`src/rtl/glbt_pkg.sv`:
```
// ----------------------------------------------------------------------------
// glbt_pkg: shared types and constants of the gas level baseline tracker
// Register indexes, fixed-point constants and the record passed from the
// window stage to the scaling pipeline.
// ----------------------------------------------------------------------------
package glbt_pkg;

  localparam int SAMPLE_W = 32;
  localparam int PROD_W   = 64;
  localparam int MAG_W    = 48;   // rounded magnitude, product >> 16
  localparam int SV_W     = 49;   // signed rounded value
  localparam int SUM_W    = 50;   // signed value plus offset

  localparam logic [SAMPLE_W-1:0] HALF_Q16    = 32'h0000_8000;
  localparam logic [PROD_W-1:0]   ROUND_BIAS  = 64'h0000_0000_0000_8000;
  localparam logic [SAMPLE_W-1:0] GAIN_RESET  = 32'h0001_0000;
  localparam logic [SAMPLE_W-1:0] OFFSET_RESET = 32'h0000_0000;
  localparam logic [SAMPLE_W-1:0] REL_RESET   = 32'h0001_0000;
  localparam logic [SAMPLE_W-1:0] ALARM_RESET = 32'h0001_0000;

  localparam logic signed [SUM_W-1:0] SAT_MAX = 50'sh0_0000_7FFF_FFFF;
  localparam logic signed [SUM_W-1:0] SAT_MIN = -50'sh0_0000_8000_0000;

  // last slot of a group of four samples
  localparam logic [1:0] LAST_POS = 2'd3;

  typedef enum logic [1:0] {
    REG_GAIN_K            = 2'd0,
    REG_OFFSET_B          = 2'd1,
    REG_RELEASE_THRESHOLD = 2'd2,
    REG_ALARM_THRESHOLD   = 2'd3
  } cfg_reg_e;

  // one completed group, ready for scaling
  typedef struct packed {
    logic                half;   // density is the constant one half
    logic [SAMPLE_W-1:0] diff;   // unsigned Q16.16 difference
  } diff_t;

endpackage

```
`src/rtl/glbt_window.sv`:
```
// ----------------------------------------------------------------------------
// glbt_window: input register, group window and baseline state
// Collects four samples, runs baseline capture and release, and hands the
// difference of each completed group to the scaling pipeline.
// ----------------------------------------------------------------------------
module glbt_window (
  input  logic                     clk,
  input  logic                     rst,
  input  logic                     in_valid,
  output logic                     in_ready,
  input  logic [31:0]              ratio_sample,
  input  logic [31:0]              release_threshold,
  output logic                     dn_valid,
  input  logic                     dn_free,
  output glbt_pkg::diff_t          dn_data
);
  import glbt_pkg::*;

  logic                s0_valid;
  logic [SAMPLE_W-1:0] sample_q;
  logic                a_valid;
  diff_t               a_data;
  diff_t               a_data_next;

  logic [SAMPLE_W-1:0] window [3];
  logic [1:0]          fill_count;
  logic [SAMPLE_W-1:0] baseline;
  logic                tracking;
  logic                armed;

  logic                a_free;
  logic                s0_free;
  logic                consume;
  logic                last;
  logic                capture;
  logic                track_eff;
  logic [SAMPLE_W-1:0] base_eff;
  logic                above;
  logic [SAMPLE_W-1:0] rise;
  logic                release_hit;
  logic [SAMPLE_W-1:0] abs_diff;

  assign a_free   = !a_valid || dn_free;
  assign s0_free  = !s0_valid || a_free;
  assign in_ready = s0_free;
  assign consume  = s0_valid && a_free;
  assign last     = (fill_count == LAST_POS);

  assign capture   = armed && (window[0] > window[1]) && (window[1] > window[2])
                     && (window[2] > sample_q);
  assign track_eff = tracking || capture;
  assign base_eff  = capture ? sample_q : baseline;
  assign above     = sample_q > base_eff;
  assign rise      = sample_q - base_eff;
  assign release_hit = track_eff && above && (rise > release_threshold);
  assign abs_diff  = (sample_q >= window[2]) ? (sample_q - window[2])
                                             : (window[2] - sample_q);

  always_comb begin
    a_data_next.half = 1'b0;
    a_data_next.diff = abs_diff;
    if (track_eff) begin
      if (above) begin
        a_data_next.half = 1'b1;
        a_data_next.diff = '0;
      end else begin
        a_data_next.diff = base_eff - sample_q;
      end
    end
  end

  always_ff @(posedge clk) begin
    if (rst) begin
      s0_valid   <= 1'b0;
      a_valid    <= 1'b0;
      fill_count <= '0;
      baseline   <= '0;
      tracking   <= 1'b0;
      armed      <= 1'b1;
      window[0]  <= '0;
      window[1]  <= '0;
      window[2]  <= '0;
    end else begin
      if (s0_free) begin
        s0_valid <= in_valid;
      end
      if (a_free) begin
        a_valid <= consume && last;
      end
      if (consume) begin
        fill_count <= fill_count + 2'd1;
        if (!last) begin
          window[fill_count] <= sample_q;
        end else if (release_hit) begin
          armed    <= 1'b1;
          tracking <= 1'b0;
          baseline <= '0;
        end else if (capture) begin
          armed    <= 1'b0;
          tracking <= 1'b1;
          baseline <= sample_q;
        end
      end
    end
  end

  always_ff @(posedge clk) begin
    if (in_valid && s0_free) begin
      sample_q <= ratio_sample;
    end
    if (consume && last) begin
      a_data <= a_data_next;
    end
  end

  assign dn_valid = a_valid;
  assign dn_data  = a_data;

endmodule

```
`src/rtl/glbt_scale.sv`:
```
// ----------------------------------------------------------------------------
// glbt_scale: gain multiply, rounding, offset and saturation
// Three register stages: product, rounded signed value, result register.
// ----------------------------------------------------------------------------
module glbt_scale (
  input  logic                     clk,
  input  logic                     rst,
  input  logic                     up_valid,
  output logic                     up_free,
  input  glbt_pkg::diff_t          up_data,
  input  logic [31:0]              gain_mag,
  input  logic                     gain_neg,
  input  logic [31:0]              offset_b,
  input  logic [31:0]              alarm_threshold,
  output logic                     out_valid,
  input  logic                     out_ready,
  output logic [31:0]              density,
  output logic                     alarm
);
  import glbt_pkg::*;

  logic                    m_valid;
  logic                    m_half;
  logic [PROD_W-1:0]       m_prod;
  logic                    n_valid;
  logic                    n_half;
  logic signed [SV_W-1:0]  n_val;

  logic                    o_free;
  logic                    n_free;
  logic                    m_free;
  logic [PROD_W-1:0]       rnd_sum;
  logic signed [SV_W-1:0]  mag_s;
  logic signed [SUM_W-1:0] tot;
  logic [SAMPLE_W-1:0]     density_next;
  logic                    alarm_next;

  assign o_free  = !out_valid || out_ready;
  assign n_free  = !n_valid || o_free;
  assign m_free  = !m_valid || n_free;
  assign up_free = m_free;

  // round magnitude to nearest, ties away from zero, then apply the sign
  assign rnd_sum = m_prod + ROUND_BIAS;
  assign mag_s   = $signed({1'b0, rnd_sum[PROD_W-1 -: MAG_W]});

  assign tot = {n_val[SV_W-1], n_val} + {{(SUM_W-SAMPLE_W){offset_b[31]}}, offset_b};

  always_comb begin
    if (n_half) begin
      density_next = HALF_Q16;
    end else if (tot > SAT_MAX) begin
      density_next = SAT_MAX[SAMPLE_W-1:0];
    end else if (tot < SAT_MIN) begin
      density_next = SAT_MIN[SAMPLE_W-1:0];
    end else begin
      density_next = tot[SAMPLE_W-1:0];
    end
    // compare the clamped density so a bottomed-out result still meets
    // the most negative threshold
    alarm_next = $signed(density_next) >= $signed(alarm_threshold);
  end

  always_ff @(posedge clk) begin
    if (rst) begin
      m_valid   <= 1'b0;
      n_valid   <= 1'b0;
      out_valid <= 1'b0;
    end else begin
      if (m_free) begin
        m_valid <= up_valid;
      end
      if (n_free) begin
        n_valid <= m_valid;
      end
      if (o_free) begin
        out_valid <= n_valid;
      end
    end
  end

  always_ff @(posedge clk) begin
    if (m_free && up_valid) begin
      m_half <= up_data.half;
      m_prod <= PROD_W'(up_data.diff) * PROD_W'(gain_mag);
    end
    if (n_free && m_valid) begin
      n_half <= m_half;
      n_val  <= gain_neg ? -mag_s : mag_s;
    end
    if (o_free && n_valid) begin
      density <= density_next;
      alarm   <= alarm_next;
    end
  end

endmodule

```
`src/rtl/gas_level_baseline_tracker_top.sv`:
```
// ----------------------------------------------------------------------------
// gas_level_baseline_tracker_top: gas density from optical power ratios
// Configuration registers, group window with baseline tracking, and the
// scaling pipeline that turns each completed group into one density result.
// ----------------------------------------------------------------------------
// Samples (unsigned Q16.16) arrive on the in_valid/in_ready channel and are
// grouped in fours; only the fourth sample of a group produces a result on
// the out_valid/out_ready channel, the first three produce nothing. One
// sample transfers per clock; a result passes, after the transfer of the
// sample that closes its group, through the input register (loaded at the
// transfer), window stage, multiply, rounding and result register. The
// path stalls only when the result register holds an untaken result and
// every stage behind it is full. Write the configuration registers through
// cfg_write/cfg_index/cfg_data only while the block is idle; a write takes
// effect at once.
// ----------------------------------------------------------------------------
module gas_level_baseline_tracker_top (
  input  logic        clk,
  input  logic        rst,
  input  logic        cfg_write,
  input  logic [1:0]  cfg_index,
  input  logic [31:0] cfg_data,
  input  logic        in_valid,
  output logic        in_ready,
  input  logic [31:0] ratio_sample,
  output logic        out_valid,
  input  logic        out_ready,
  output logic [31:0] density,
  output logic        alarm
);
  import glbt_pkg::*;

  // gain is kept as sign and magnitude so the multiplier sees an unsigned
  // operand; the most negative gain still fits the 32-bit magnitude
  logic [SAMPLE_W-1:0] gain_mag;
  logic                gain_neg;
  logic [SAMPLE_W-1:0] offset_b;
  logic [SAMPLE_W-1:0] release_threshold;
  logic [SAMPLE_W-1:0] alarm_threshold;

  logic                grp_valid;
  logic                grp_free;
  diff_t               grp_data;

  // register writes: decode the index and capture the data
  always_ff @(posedge clk) begin
    if (rst) begin
      gain_mag          <= GAIN_RESET;
      gain_neg          <= 1'b0;
      offset_b          <= OFFSET_RESET;
      release_threshold <= REL_RESET;
      alarm_threshold   <= ALARM_RESET;
    end else if (cfg_write) begin
      case (cfg_reg_e'(cfg_index))
        REG_GAIN_K: begin
          gain_neg <= cfg_data[31];
          gain_mag <= cfg_data[31] ? (~cfg_data + 32'd1) : cfg_data;
        end
        REG_OFFSET_B:          offset_b          <= cfg_data;
        REG_RELEASE_THRESHOLD: release_threshold <= cfg_data;
        REG_ALARM_THRESHOLD:   alarm_threshold   <= cfg_data;
        default: ;
      endcase
    end
  end

  // group window: capture, track and release the baseline, form the difference
  glbt_window u_window (
    .clk               (clk),
    .rst               (rst),
    .in_valid          (in_valid),
    .in_ready          (in_ready),
    .ratio_sample      (ratio_sample),
    .release_threshold (release_threshold),
    .dn_valid          (grp_valid),
    .dn_free           (grp_free),
    .dn_data           (grp_data)
  );

  // scale by gain, round, add offset, saturate and compare against the alarm
  glbt_scale u_scale (
    .clk             (clk),
    .rst             (rst),
    .up_valid        (grp_valid),
    .up_free         (grp_free),
    .up_data         (grp_data),
    .gain_mag        (gain_mag),
    .gain_neg        (gain_neg),
    .offset_b        (offset_b),
    .alarm_threshold (alarm_threshold),
    .out_valid       (out_valid),
    .out_ready       (out_ready),
    .density         (density),
    .alarm           (alarm)
  );

endmodule

```
`config.mk`:
```
export PLATFORM = sky130hd
export DESIGN_NAME = gas_level_baseline_tracker_top
export DESIGN_NICKNAME = d
export VERILOG_FILES = /design/src/rtl/glbt_pkg.sv /design/src/rtl/glbt_window.sv /design/src/rtl/glbt_scale.sv /design/src/rtl/gas_level_baseline_tracker_top.sv
export SDC_FILE = /design/constraint.sdc
export NUM_CORES = 2
export LEC_CHECK = 0
export BUFFER_PORTS_ARGS = -buffer_cell sky130_fd_sc_hd__clkbuf_2
export CAP_MARGIN = 20
export CORE_AREA = 2 2 321 323
export CTS_BUF_LIST = sky130_fd_sc_hd__clkbuf_8 sky130_fd_sc_hd__clkbuf_16
export DETAILED_ROUTE_END_ITERATION = 16
export DIE_AREA = 0 0 323 325
export PLACE_DENSITY = 0.82
export SETUP_SLACK_MARGIN = 0.02
export SLEW_MARGIN = 20
export SYNTH_ARGS = -nofsm -noshare
export SYNTH_HDL_FRONTEND = slang
export SYNTH_HIERARCHICAL = 1
export SYNTH_SLANG_ARGS = --single-unit
```
`constraint.sdc`:
```
create_clock -name clk -period 13.3 [get_ports clk]
set_input_delay 2.66 -clock clk [delete_from_list [all_inputs] [get_ports clk]]
set_output_delay 2.66 -clock clk [all_outputs]
set_load 0.05 [all_outputs]
```
-- Word-level counts from Yosys, hierarchy flattened
Memory sizes are Yosys's and may differ from the RTL's.
Cells that the tools add are included.
- output and inout bits: 35
- bits of input ports: 71
- bits in writable memories: 96
- memories: 1
- register bits: 383
- word-level logic and storage cells: 104
- add/sub/neg operators: 9
- multiply operators: 1
- equality and inequality tests: 4
- order comparisons: 9
- multiplexer cells: 24
- reductions and logical operators: 31
- bitwise gates (word level): 1
- memory list (name ; depth ; width ; read ports ; clocked after memory_dff ; wr ports ; RTL line ; source):
    u_window.window ; 3 ; 32 ; 3 ; 0 ; 3 ; glbt_window.sv:25 ; logic [SAMPLE_W-1:0] window [3];
- operators with widths (cell ; count):
    $mux 32 ; 10
    $gt 32x32->1 ; 5
    $sub 32x32->32 ; 4
    $add 64x16->64 const B ; 1
    $ge 32x32->1 ; 2
    $mul 32x32->64 ; 1
    $add 49x32->50 ; 1
    $gt 50x32->1 const B ; 1
    $lt 50x32->1 const B ; 1
    $neg 48->49 ; 1
    $mux 48 ; 1
    $add 32x1->32 const B ; 1
    $not 32->32 ; 1
    $reduce_or 32->1 ; 1
    $mux 1 ; 12
    $logic_and 1x1->1 ; 11
    $reduce_and 2->1 ; 5
    $eq 2x2->1 const B ; 3
    $logic_or 1x1->1 ; 6
    $logic_not 1->1 ; 5
    $reduce_and 3->1 ; 1
    $add 2x1->2 const B ; 1
    $eq 2x1->1 const B ; 1
    $logic_not 2->1 ; 1
    other kinds (2) ; 2

-- Depth between registers and ports, before layout
- depth in word-level cells: 11
- gate-level depth with buffers: 37
- mapped depth without buffers: 34

-- Cells and area by module
Netlist, hierarchy kept.
- by module, submodules not included (module ; seq. area each (um^2) ; cells each ; times used ; area an instance (um^2)):
    glbt_scale ; 4053.9 ; 4895 ; 1 ; 43420.4
    glbt_window ; 5595.4 ; 1890 ; 1 ; 16942.5
    gas_level_baseline_tracker_top ; 2582.5 ; 676 ; 1 ; 5353.9

-- Least setup slack after synthesis
Ideal clock, no wire load.
- path kind: register to register
- start point: register gain_mag[23]
- end point: register u_scale.m_prod[60], data pin
- cell stages (with the launch flop): 27
- path buffers: 1
- arrival time: 7188 ps
- slack: 5854 ps
- required time: 13042 ps
- clock period less this slack: 7446 ps
- cell sequence: dfxtp_1 > clkbuf_1 > nand2_1 > fa_1 > inv_1 > fa_1 > inv_1 > fa_1 > inv_1 > fa_1 > fa_1 > inv_1 > fa_1 > inv_1 > fa_1 > fa_1 > ha_1 > a21o_1 > a21o_1 > a21oi_1 > nand2_1 > a211oi_1 > a211oi_1 > or3_1 > a41o_1 > a21oi_1 > xnor2_1
- longest elaborated chain between the ends: 1
- ends and longest elaborated chain (what ; RTL line ; source):
    from (decl) ; gas_level_baseline_tracker_top.sv:35 ; logic [SAMPLE_W-1:0] gain_mag;
    from (signal assigned) ; gas_level_baseline_tracker_top.sv:57 ; gain_mag <= cfg_data[31] ? (~cfg_data + 32'd1) : cfg_data;
    $mul 32x32->64 ; glbt_scale.sv:85 ; m_prod <= PROD_W'(up_data.diff) * PROD_W'(gain_mag);
    to (signal assigned) ; glbt_scale.sv:85 ;
    to (decl) ; glbt_scale.sv:24 ; logic [PROD_W-1:0] m_prod;
No other way between the ends.
A chain may end at the register's enable or synchronous reset.

-- Worst setup path in the final report
- start point: register u_window.sample_q[21]
- end point: register u_window.armed
- longest elaborated chain between the ends: 8
- ends and longest elaborated chain (what ; RTL line ; source):
    from (decl) ; glbt_window.sv:20 ; logic [SAMPLE_W-1:0] sample_q;
    from (signal assigned) ; glbt_window.sv:109 ; sample_q <= ratio_sample;
    $gt 32x32->1 ; glbt_window.sv:50 ; && (window[2] > sample_q);
    $logic_and 1x1->1 ; glbt_window.sv:50 ;
    $mux 32 ; glbt_window.sv:52 ; assign base_eff = capture ? sample_q : baseline;
    $sub 32x32->32 or $gt 32x32->1 (tied branches) ; glbt_window.sv:54, glbt_window.sv:53 ;
    $gt 32x32->1 or $logic_and 1x1->1 (tied branches) ; glbt_window.sv:55 ; assign release_hit = track_eff && above && (rise > release_threshold);
    $logic_and 1x1->1 ; glbt_window.sv:55 ;
    $reduce_bool 2->1 (no source line) ; n/a ;
    $reduce_and 3->1 (no source line) ; n/a ;
    to (signal assigned) ; glbt_window.sv:79 ; armed <= 1'b1;
    to (signal assigned) ; glbt_window.sv:95 ; armed <= 1'b1;
    to (signal assigned) ; glbt_window.sv:99 ; armed <= 1'b0;
    to (decl) ; glbt_window.sv:29 ; logic armed;
Parallel ways exist; a longest one is shown, timed or not.

==> summary.txt <==
Logic synthesis
  – Synthesized instance count: 7461
  – XOR/XNOR Fraction of Synth Area: 3.85%
  – Sequential share of the synthesized area: 18.6%
  – Post-synth ARST share: 0%
  – Mapped Area: 0.0657 sq mm
  – Yosys warns: 6
  – Mux cell area share after synthesis: 0.965%
  – Synth Area in Compound Gates: 11.9%
  – Post-Synth Adder-Cell Area: 38.2%
  – Main synth FF type: edfxtp_1
  – Yosys cell types: 106
  – Simple-gate share of the synthesized area: 16.7%
  – Syn Nets: 8998
  – Syn Area/Cell: 8.81 sq um
  – Post-synth EDFFs: 294
  – Seq cells post-synth: 464
  – Largest family of logic cells by synthesized area: adder cells

Die
  – Total core area: 0.101 sq mm
  – Die Wd: 323 microns
  – Initial Utilization: 64.9%
  – Ports: 106
  – Full die area: 0.105 sq mm
  – Std cell rows: 117
  – Die Height: 325 microns

Power and ir drop
  – Leakage power: 32.0 nW
  – Peak supply drop: 0.000158 V
  – P per Cell Area: 100 mW/mm^2

Drt
  – WL/cell: 22.3 microns
  – Drt first pass iters: 6
  – Drt drc: 0
  – Routed Antenna Nets: 0
  – Via Count: 54.0k
  – Initial DRC count: 5431
  – Final wirelength: 194000 microns
  – DR vias/cell: 6.22

Worst setup path
  – Crit Path Class: reg2reg
  – Crit-path slowest cell: nor4_4
  – CP Data Arrival Time: 9.75 ns
  – Worst setup EP type: flop
  – CP max FO: 28
  – R2r setup slk: 4.06 ns
  – Data required, critical path: 13.81 ns
  – Startpoint Class: flop
  – Crit-path max cell delay: 0.78 ns

Layout
  – Most frequent cells in the layout: inv_1 (1243), nand2_1 (1171), fa_1 (899), ha_1 (566), a21oi_1 (397)
  – Share of layout cells above drive strength 1: 5.23%
  – P&R area growth vs syn: 4.64%
  – Layout Utilization: 67.9%
  – Fin nets: 8815
  – Commonest non-fill, non-tap cell in the layout: inv_1

Placed design
  – HPWL after DPL: 146000 microns
  – Port bufs: 105
  – Global placement routability congestion: 1.00

Clock tree
  – CTS buffer count: 49
  – Clock sink count: 464
  – Post-CTS Setup Inserts: 0
  – Clk_lat worst skew: 0.62 ns
  – Clk slew on worst S/H paths: 0.07 ns
  – Root buffer cell: clkbuf_16
  – Cts hold-fix bufs: 0
  – Max Buffers Root-to-Sink: 3
  – Post_cts resized: 0
  – H-tree depth: 2
  – CTS tree: built

STA
  – Hold Vio Cnt, Final: 0
  – Finish-stage setup viols: 0
  – Slew headroom: 24.1%
  – Fin crit period: 9.24 ns
  – Slew Limit Fails: 0
  – Clock skew: 0.0186 ns
  – RSZ-0062 raised after global routing: false
  – Slew @ Worst Pin: 1.14 ns
  – Fin Hold WS: 0.435 ns
  – Period utilization: 69.5%
  – Total negative setup slack: 0 ns
  – Max Freq: 108 MHz

Global route
  – Global-route met3 utilization: 8.21%
  – First-pass GRT wire length: 302000 microns
  – Gr ovfl total: 0
  – Vias in the first global route: 54.8k
  – Most used routing layer: met2
  – Met2 GRT Util: 58.7%
  – Global-route usage over all layers: 37.0%
  – Fraction of met1 tracks used by global routing: 48.5%
  – Pin count of the biggest net entering global routing: 100
  – Antenna violations before repair: 1

Job
  – Max-cap violations: 0

Outcome
  – Outcome: complete, no violations

Worst hold path
  – Hold Path Class: reg2reg
## area by class of cell
type | instances | area (sq um)
flip-flops and latches | 464 | 12200
inverters | 1243 | 4670
repair buffers | 191 | 1180
clock inverters | 35 | 419
clock buffers | 57 | 1400
multi-input cells | 5329 | 47100
fillers | 7911 | 32500
well taps | 1368 | 1710
diodes | 4 | 10.0
## flip-flops by register name, indices dropped and copies added (netlist names), 2 cells and up
register / flops
u_scale/n_val: 49
offset_b: 32
u_window/baseline: 32
u_window/fill_count: 2
u_window/sample_q: 32
u_scale/m_prod: 49
u_window/dn_data: 33
release_threshold: 32
gain_mag: 32
alarm_threshold: 32
u_scale/density: 32
u_window/window: 96
## routing by layer
metal | vias up | share of wire (%) | routed length (microns)
met5 | - | 0 | 0
li1 | 23775 | - | -
met4 | 0 | 5.6 | 10900
met1 | 26272 | 38 | 73200
met3 | 729 | 11 | 21500
met2 | 3261 | 45 | 88000
## worst max-delay path, delay by kind of cell (launching register included)
kind / cells / cell delay, ns
compound gates: 11 / 2.86
xor+xnor: 1 / 0.15
fa+ha+maj: 3 / 1.38
buf+inv: 4 / 0.85
flops: 1 / 0.55
mux: 1 / 0.34
simple gates: 11 / 2.97
## cell families after synthesis
family          Yosys count
xor+xnor                289
buf+inv                1668
flops                   464
mux                      62
compound gates         1200
fa+ha+maj              1466
simple gates           2312
## per-stage QoR
| stage | worst slack (ns) | std cells | power [W] | area, sq um |
|---|---|---|---|---|
| final | 4.06 | 8691 | 0.00689 | 68800 |
| after floorplan | 5.85 | 7461 | 0.00429 | 65700 |
| after detailed placement | 4.30 | 8595 | 0.00528 | 66900 |
| after global routing | 3.61 | 8688 | 0.00733 | 68800 |
| after global placement | 4.56 | 8594 | 0.00520 | 66900 |
| after CTS | 4.27 | 8687 | 0.00685 | 68700 |
## path summary, 6_finish.rpt
path / startpoint / to / depth (start not counted)
worst max-delay path: u_window/sample_q[21] / u_window/armed / 31
worst min-delay path: u_scale/m_half / u_scale/n_half / 0
worst max register to register: u_window/sample_q[21] / u_window/armed / 31
worst min register to register: u_scale/m_half / u_scale/n_half / 0
## cells in the mapped netlist, types with 43 or more instances
cell type     n  area [sq um]
o21bai_1     48           360
a21oi_1     397          1990
edfxtp_1    294          8830
nand2_1    1171          4400
a21o_1      124           931
buf_2        54           270
nand4_1      91           569
xor2_1      114           998
inv_1      1241          4660
a211oi_1     72           541
fa_1        899         18000
nand3_1      86           430
xnor2_1     175          1530
nor2b_1      43           269
and3_1      131           820
dfxtp_1     170          3400
mux2i_1      51           510
and2_1      306          1910
clkbuf_1    345          1290
ha_1        567          7090
o21ai_0     192           961
nor3_1       54           270
nor2_1      255           957
## where the power goes
group          internal (W)  total [W]  switching [W]
Sequential          0.00168    0.00172      0.0000404
Combinational       0.00140    0.00362        0.00222
Clock              0.000903    0.00155       0.000648
No activity file was read; power rests on OpenSTA's default activity.
